File: src/rtl/gme_pkg.sv
// Shared types and constants for the gradient magnitude edge detector.
// Used by the channel interfaces and by every module of the block but gme_line_mem.
package gme_pkg;

  localparam int PIX_W         = 8;
  localparam int ROW_W         = 16;
  localparam int COL_W         = 10;
  localparam int IMG_W_W       = 11;
  localparam int IMG_H_W       = 16;
  localparam int CFG_IDX_W     = 2;
  localparam int CFG_DATA_W    = 16;
  localparam int MAX_WIDTH_DEF = 1024;
  localparam int EDGE_MAX      = 255;
  localparam int RESET_WIDTH   = 512;
  localparam int RESET_HEIGHT  = 512;

  // Sum of two squared 9-bit differences fits in 17 bits; its root in 9.
  localparam int SQ_W   = 17;
  localparam int ROOT_W = 9;

  typedef enum logic [CFG_IDX_W-1:0] {
    REG_IMAGE_WIDTH  = 2'd0,
    REG_IMAGE_HEIGHT = 2'd1
  } cfg_reg_t;

  typedef enum logic [2:0] {
    ST_IDLE,
    ST_RD_A,
    ST_RD_B,
    ST_SQRT,
    ST_OUT
  } state_t;

  typedef struct packed {
    logic            start;
    logic [SQ_W-1:0] radicand;
  } sq_req_t;

  typedef struct packed {
    logic              done;
    logic [ROOT_W-1:0] root;
  } sq_rsp_t;

endpackage

File: src/rtl/gme_isqrt.sv
// Iterative integer square root, one result bit per cycle (restoring method).
// Depends on gme_pkg for the request/response structs and widths.
module gme_isqrt (
  input  logic             clk,
  input  logic             rst,
  input  gme_pkg::sq_req_t req,
  output gme_pkg::sq_rsp_t rsp
);

  localparam int RW    = gme_pkg::ROOT_W;
  localparam int NW    = 2 * RW;
  localparam int CNT_W = $clog2(RW + 1);

  logic [NW-1:0]    nsh;
  logic [RW+1:0]    rem;
  logic [RW-1:0]    root;
  logic [CNT_W-1:0] cnt;
  logic             busy;
  logic             done;

  logic [RW+3:0]    cur;
  logic [RW+3:0]    trial;
  logic [RW+3:0]    diff;
  logic             ge;

  // Bring down the next two radicand bits and try the next root bit.
  always_comb begin
    cur   = {rem, nsh[NW-1 -: 2]};
    trial = (RW + 4)'({root, 2'b01});
    ge    = cur >= trial;
    diff  = cur - trial;
  end

  always_ff @(posedge clk) begin
    if (rst) begin
      busy <= 1'b0;
      done <= 1'b0;
      cnt  <= '0;
    end else begin
      done <= 1'b0;
      if (req.start) begin
        busy <= 1'b1;
        cnt  <= CNT_W'(RW);
      end else if (busy) begin
        cnt <= cnt - CNT_W'(1);
        if (cnt == CNT_W'(1)) begin
          busy <= 1'b0;
          done <= 1'b1;
        end
      end
    end
  end

  always_ff @(posedge clk) begin
    if (req.start) begin
      nsh  <= NW'(req.radicand);
      rem  <= '0;
      root <= '0;
    end else if (busy) begin
      nsh  <= nsh << 2;
      rem  <= ge ? diff[RW+1:0] : cur[RW+1:0];
      root <= {root[RW-2:0], ge};
    end
  end

  assign rsp.done = done;
  assign rsp.root = root;

endmodule

File: config.mk
export PLATFORM = sky130hd
export DESIGN_NAME = gme_isqrt
export DESIGN_NICKNAME = d
export VERILOG_FILES = /design/src/rtl/gme_pkg.sv /design/src/rtl/gme_isqrt.sv
export SDC_FILE = /design/constraint.sdc
export NUM_CORES = 1
export LEC_CHECK = 0
export ABC_CLOCK_PERIOD_IN_PS = 4600
export BUFFER_PORTS_ARGS = -buffer_cell sky130_fd_sc_hd__buf_2
export CAP_MARGIN = 20
export CORE_AREA = 2 2 69 71
export CTS_CLUSTER_SIZE = 28
export DETAILED_ROUTE_END_ITERATION = 10
export DIE_AREA = 0 0 71 73
export HOLD_SLACK_MARGIN = 0.15
export PLACE_DENSITY = 0.74
export SLEW_MARGIN = 40
export SYNTH_ARGS = -nofsm -noshare
export SYNTH_HDL_FRONTEND = slang
export SYNTH_SLANG_ARGS = --single-unit
File: constraint.sdc
create_clock -name clk -period 4.6 [get_ports clk]
set_input_delay 0.23 -clock clk [delete_from_list [all_inputs] [get_ports clk]]
set_output_delay 0.23 -clock clk [all_outputs]
set_load 0.02 [all_outputs]
## Word-level counts from Yosys, hierarchy flattened

Index checks and enable logic that the tools add are counted.

| operators by class | value |
|---|---|
| magnitude comparators | 1 |
| bitwise operators | 1 |
| eq/ne operators | 1 |
| reduce and logical (&&, ||, !) cells | 3 |
| muxes and demuxes | 9 |
| add/subtract/negate cells | 2 |

Operator list:

| operator | count |
|---|---|
| 17-bit 2-to-1 mux | 2 |
| 13-bit by 11-bit >= comparator with 1-bit output | 1 |
| 11-bit 2-to-1 mux | 1 |
| 11-bit subtractor | 1 |
| 4-bit 2-to-1 mux | 2 |
| 4-bit by 1-bit equality test with 1-bit output, second input constant | 1 |
| 1-bit 2-to-1 mux | 4 |
| 4-bit by 1-bit subtractor with 4-bit output, second input constant | 1 |
| 3-bit OR reduction | 1 |
| 2-bit nonzero test | 1 |
| 2-bit OR reduction | 1 |
| 1-bit NOT | 1 |

| word-level totals | value |
|---|---|
| register bits after elaboration | 44 |
| bits of input ports | 20 |
| output and inout bits | 10 |

## Longest topological paths before layout

| depth | value |
|---|---|
| depth after elaboration | 4 |
| mapped depth | 10 |

## Worst setup path before layout

No wires, ideal clock.

| timing path | value |
|---|---|
| path kind | reg2reg |
| from | register root[6] |
| to | register rem[7] |
| path buffers | 2 |
| slack | 2.455 ns |
| data arrival time | 2.071 ns |
| period minus slack after synthesis | 2.145 ns |
| stages on the path, launching flop included | 10 |
| data required time | 4.527 ns |
| library setup time | 0.073 ns |
| cell sequence | dfxtp_1 inv_1 ha_1 buf_4 nand4_1 o31ai_1 a221oi_2 buf_6 o311a_1 nor3_2 |

| between the ends | value |
|---|---|
| cells in the longest elaborated chain, start to end | 2 |

RTL lines:

| item | RTL line | RTL |
|---|---|---|
| from (decl) | gme_isqrt.sv:16 | `logic [RW-1:0] root;` |
| from (signal assigned) | gme_isqrt.sv:62 | `root <= {root[RW-2:0], ge};` |
| 13-bit by 11-bit >= comparator with 1-bit output | gme_isqrt.sv:30 | `ge = cur >= trial;` |
| 11-bit 2-to-1 mux | gme_isqrt.sv:61 | `rem <= ge ? diff[RW+1:0] : cur[RW+1:0];` |
| to (signal assigned) | gme_isqrt.sv:61 |  |
| to (decl) | gme_isqrt.sv:15 | `logic [RW+1:0] rem;` |

No other way between the ends.
A chain may end at the register's enable or synchronous reset.

## Final worst setup path

| timing path | value |
|---|---|
| from | register root[1] |
| to | register rem[3] |

| between the ends | value |
|---|---|
| cells in the longest elaborated chain, start to end | 2 |
| elaborated cells on any way between the ends | 3 |
| classes of those cells | 1 x add/sub; 1 x order compare; 1 x mux |

RTL lines:

| item | RTL line |
|---|---|
| 11-bit subtractor / 13-bit by 11-bit >= comparator with 1-bit output (equally long branches) | gme_isqrt.sv:31, gme_isqrt.sv:30 |
| 11-bit 2-to-1 mux * | gme_isqrt.sv:61 |

Every way passes the cells marked *; elsewhere a longest branch is shown, timed or not.

==> flow_summary.json <==
{
  "wl_per_cell_um": 13.1,
  "async_reset_ff_share_pct": 0,
  "worst_slew_pin_slew_ps": 506,
  "worst_skew_pair.late_latency_ps": 290,
  "yosys_warnings": 0,
  "syn_to_final_growth_pct": 11.5,
  "clockRootBuffer": "sky130_fd_sc_hd__clkbuf_8",
  "timing.critical_path.slowest_stage_cell": "sky130_fd_sc_hd__a221oi_2",
  "synth_enable_flop_cells": 17,
  "drtIter0Drc": 72,
  "seq_area_um2": 1050,
  "via_count": 1712,
  "synth_most_common_cell": "sky130_fd_sc_hd__nor2_1",
  "synth_sequential_area_ratio_pct": 44.8,
  "fp.dieArea_um2": 5180,
  "layout.nets": 295,
  "final.setup_skew_ps": 2.07,
  "post_cts_buffers": 0,
  "synth_top_area_cell": "sky130_fd_sc_hd__dfxtp_1",
  "critPathBufInv": 2,
  "fin_hold_ws_ps": 178,
  "postRouteAntennaNets": 0,
  "clock_sinks": 44,
  "gp_congestion": 0.783,
  "detail_route.wirelength_mm": 4.14,
  "cts_max_path_buffers": 2,
  "setup-tns-final_ps": 0,
  "htreeDepth": 2,
  "setup_violating_endpoint_count_in_the_final_report": 0,
  "critPathArrivalTime_ps": 2560,
  "top_level_ports": 30,
  "drv_cap": 0,
  "fin_util_pct": 57.7,
  "cts_tree": "built",
  "cell_area_after_technology_mapping_um2": 2350,
  "core_area_um2": 4540,
  "dp_hpwl_mm": 2.85,
  "hold_violations": 0,
  "grt_pass1_wl_mm": 7.02,
  "slew_violations": 0,
  "grt_pass1_vias": 1601,
  "slew_headroom_pct": 66.2,
  "leakagePower_nw": 1.06,
  "status": "finished clean",
  "post-route-period-util_pct": 52.1,
  "avgViaCountPerCell": 5.40,
  "post_dp_cell_area_um2": 2510,
  "post_cts_resize_count": 0,
  "fp.dieH_um": 73,
  "worst_path_largest_cell_delay_ps": 420,
  "rsz0062_at_grt": "no",
  "postSynthAreaPerCell_um2": 9.90,
  "antenna_diode_instance_count": 0,
  "synth.ff_latch_count": 44,
  "critical_path_start_type": "register",
  "crit_top_cell": "sky130_fd_sc_hd__a211oi_2",
  "ys.flop_type": "sky130_fd_sc_hd__dfxtp_1",
  "setup.worst_path.class": "reg2reg",
  "synthDominantCellAreaShare_pct": 23.0,
  "drt_pass1_iterations": 4,
  "clk_transition_reported_paths_ps": 80,
  "synth.area.top_cells": "sky130_fd_sc_hd__dfxtp_1, sky130_fd_sc_hd__edfxtp_1, sky130_fd_sc_hd__mux2_2",
  "syn_nets": 270,
  "floorplan.initialDensity_pct": 51.8,
  "timing.critical_path.fanout_max": 17,
  "cp_cell_sequence": "inv_1, ha_1, nor3_1, a211oi_2, a221oi_2, buf_4, nor2_1, a21oi_1, a211oi_2",
  "crit_required_ps": 4770,
  "drt_drc_violations_left": 0,
  "timing.critical_path.max_delay_family": "compound AO/OA/AOI/OAI gates",
  "synth.top_cells.by_count": "sky130_fd_sc_hd__nor2_1, sky130_fd_sc_hd__dfxtp_1, sky130_fd_sc_hd__edfxtp_1",
  "postSynthCellCount": 237,
  "grt.total_usage_pct": 17.3,
  "end_kind": "register",
  "synth.lib_cells_used.distinct": 41,
  "worst_vdd_ir_uv": 254,
  "finalPower_mw": 1.19,
  "max_clock_freq_ghz": 0.417,
  "layout-drive-gt1-share_pct": 22.4,
  "multi_input_comb_area_um2": 1170,
  "placement.io_buffers": 29,
  "numCtsBuffers": 5,
  "min-delay-path-class": "in2reg",
  "grt_start_max_net_pins": 49,
  "powerDensity_nw_per_um2": 453,
  "grt.overflow.total": 0,
  "hold_buffers": 0,
  "num_rows": 25,
  "finalCriticalPeriod_ps": 2400,
  "antenna_found_initial": 0,
  "fillerInstances": 387,
  "die-width_um": 71,
  "finalInstanceArea_um2": 2620
}
[layout by cell type, fill, tap and decap left out, types with 3 or more instances in the layout]
master,count
sky130_fd_sc_hd__o21a_1,3
sky130_fd_sc_hd__a21oi_1,9
sky130_fd_sc_hd__o31ai_1,6
sky130_fd_sc_hd__nor2_1,34
sky130_fd_sc_hd__xor2_1,4
sky130_fd_sc_hd__inv_1,16
sky130_fd_sc_hd__o21ai_1,3
sky130_fd_sc_hd__ha_1,13
sky130_fd_sc_hd__nand2_1,12
sky130_fd_sc_hd__clkbuf_8,5
sky130_fd_sc_hd__and2_1,3
sky130_fd_sc_hd__nor4_1,4
sky130_fd_sc_hd__xnor2_1,6
sky130_fd_sc_hd__nor3_1,11
sky130_fd_sc_hd__dfxtp_1,27
sky130_fd_sc_hd__edfxtp_1,17
sky130_fd_sc_hd__mux2i_1,10
sky130_fd_sc_hd__a211oi_1,3
sky130_fd_sc_hd__mux2_2,15
sky130_fd_sc_hd__nand3_1,3
sky130_fd_sc_hd__buf_2,28
sky130_fd_sc_hd__buf_4,3
[worst paths after layout]
check | slack [ps] | startpoint | to | cells after the start
max | 2200 | root[1]$_SDFFE_PP0P_ | rem[3]$_SDFFE_PP0P_ | 9
min | 180 | rst | cnt[0]$_SDFFE_PP0P_ | 2
max reg2reg | 2200 | root[1]$_SDFFE_PP0P_ | rem[3]$_SDFFE_PP0P_ | 9
min reg2reg | 490 | rem[1]$_SDFFE_PP0P_ | rem[1]$_SDFFE_PP0P_ | 2
[layout make-up]
cell class                      count  share of cell area [%]
Clock inverter                      2                    1.34
Inverter                           16                    2.29
Tap cell                           54                    2.58
Multi-Input combinational cell    164                    44.6
Timing Repair Buffer               31                    6.21
Sequential cell                    44                    40.2
Clock buffer                        6                    2.77
[layer usage]
layer	vias to the layer above	GRT usage (%)	part of all wire [%]
li1	886	-	-
met2	25	29.2	47
met3	4	4.83	3.1
met4	0	7.55	1.1
met5	-	0	0
met1	797	20.8	49
[per-stage QoR]
| step | cells | setup slack (ps) |
|---|---|---|
| after floorplan | 237 | 2460 |
| after global placement | 309 | 2320 |
| after detailed placement | 309 | 2210 |
| after CTS | 317 | 2210 |
| after global routing | 317 | 2020 |
| final | 317 | 2200 |
[power by group]
part	total, mW	internal [mW]	switching (mW)	leakage, nW
Combinational	0.419	0.184	0.234	0.609
Clock	0.290	0.161	0.128	0.0552
Sequential	0.478	0.450	0.0284	0.393
[worst reg2reg max path, stage by stage (launching register included)]
cell                       delay, ps
sky130_fd_sc_hd__dfxtp_1         380
sky130_fd_sc_hd__inv_1            60
sky130_fd_sc_hd__ha_1            360
sky130_fd_sc_hd__nor3_1          340
sky130_fd_sc_hd__a211oi_2        100
sky130_fd_sc_hd__a221oi_2        420
sky130_fd_sc_hd__buf_4           310
sky130_fd_sc_hd__nor2_1           70
sky130_fd_sc_hd__a21oi_1         160
sky130_fd_sc_hd__a211oi_2         90
[cells by family after synthesis]
kind of cell             Yosys count  share of synthesized area [%]
XOR/XNOR                          10                           3.73
multiplexers                      25                           11.5
AND/OR/NAND/NOR                   78                           15.5
flip-flops                        44                           44.8
AO/OA/AOI/OAI                     38                           12.2
buffers and inverters             29                           5.44
adder cells (fa/ha/maj)           13                           6.93
[flip-flops by register name, indices dropped and copies added, names as in the netlist]
register and count:
cnt 4, root 9, busy 1, rem 11, nsh 18, done 1
Note: power is estimated with default switching activity, not from simulation.
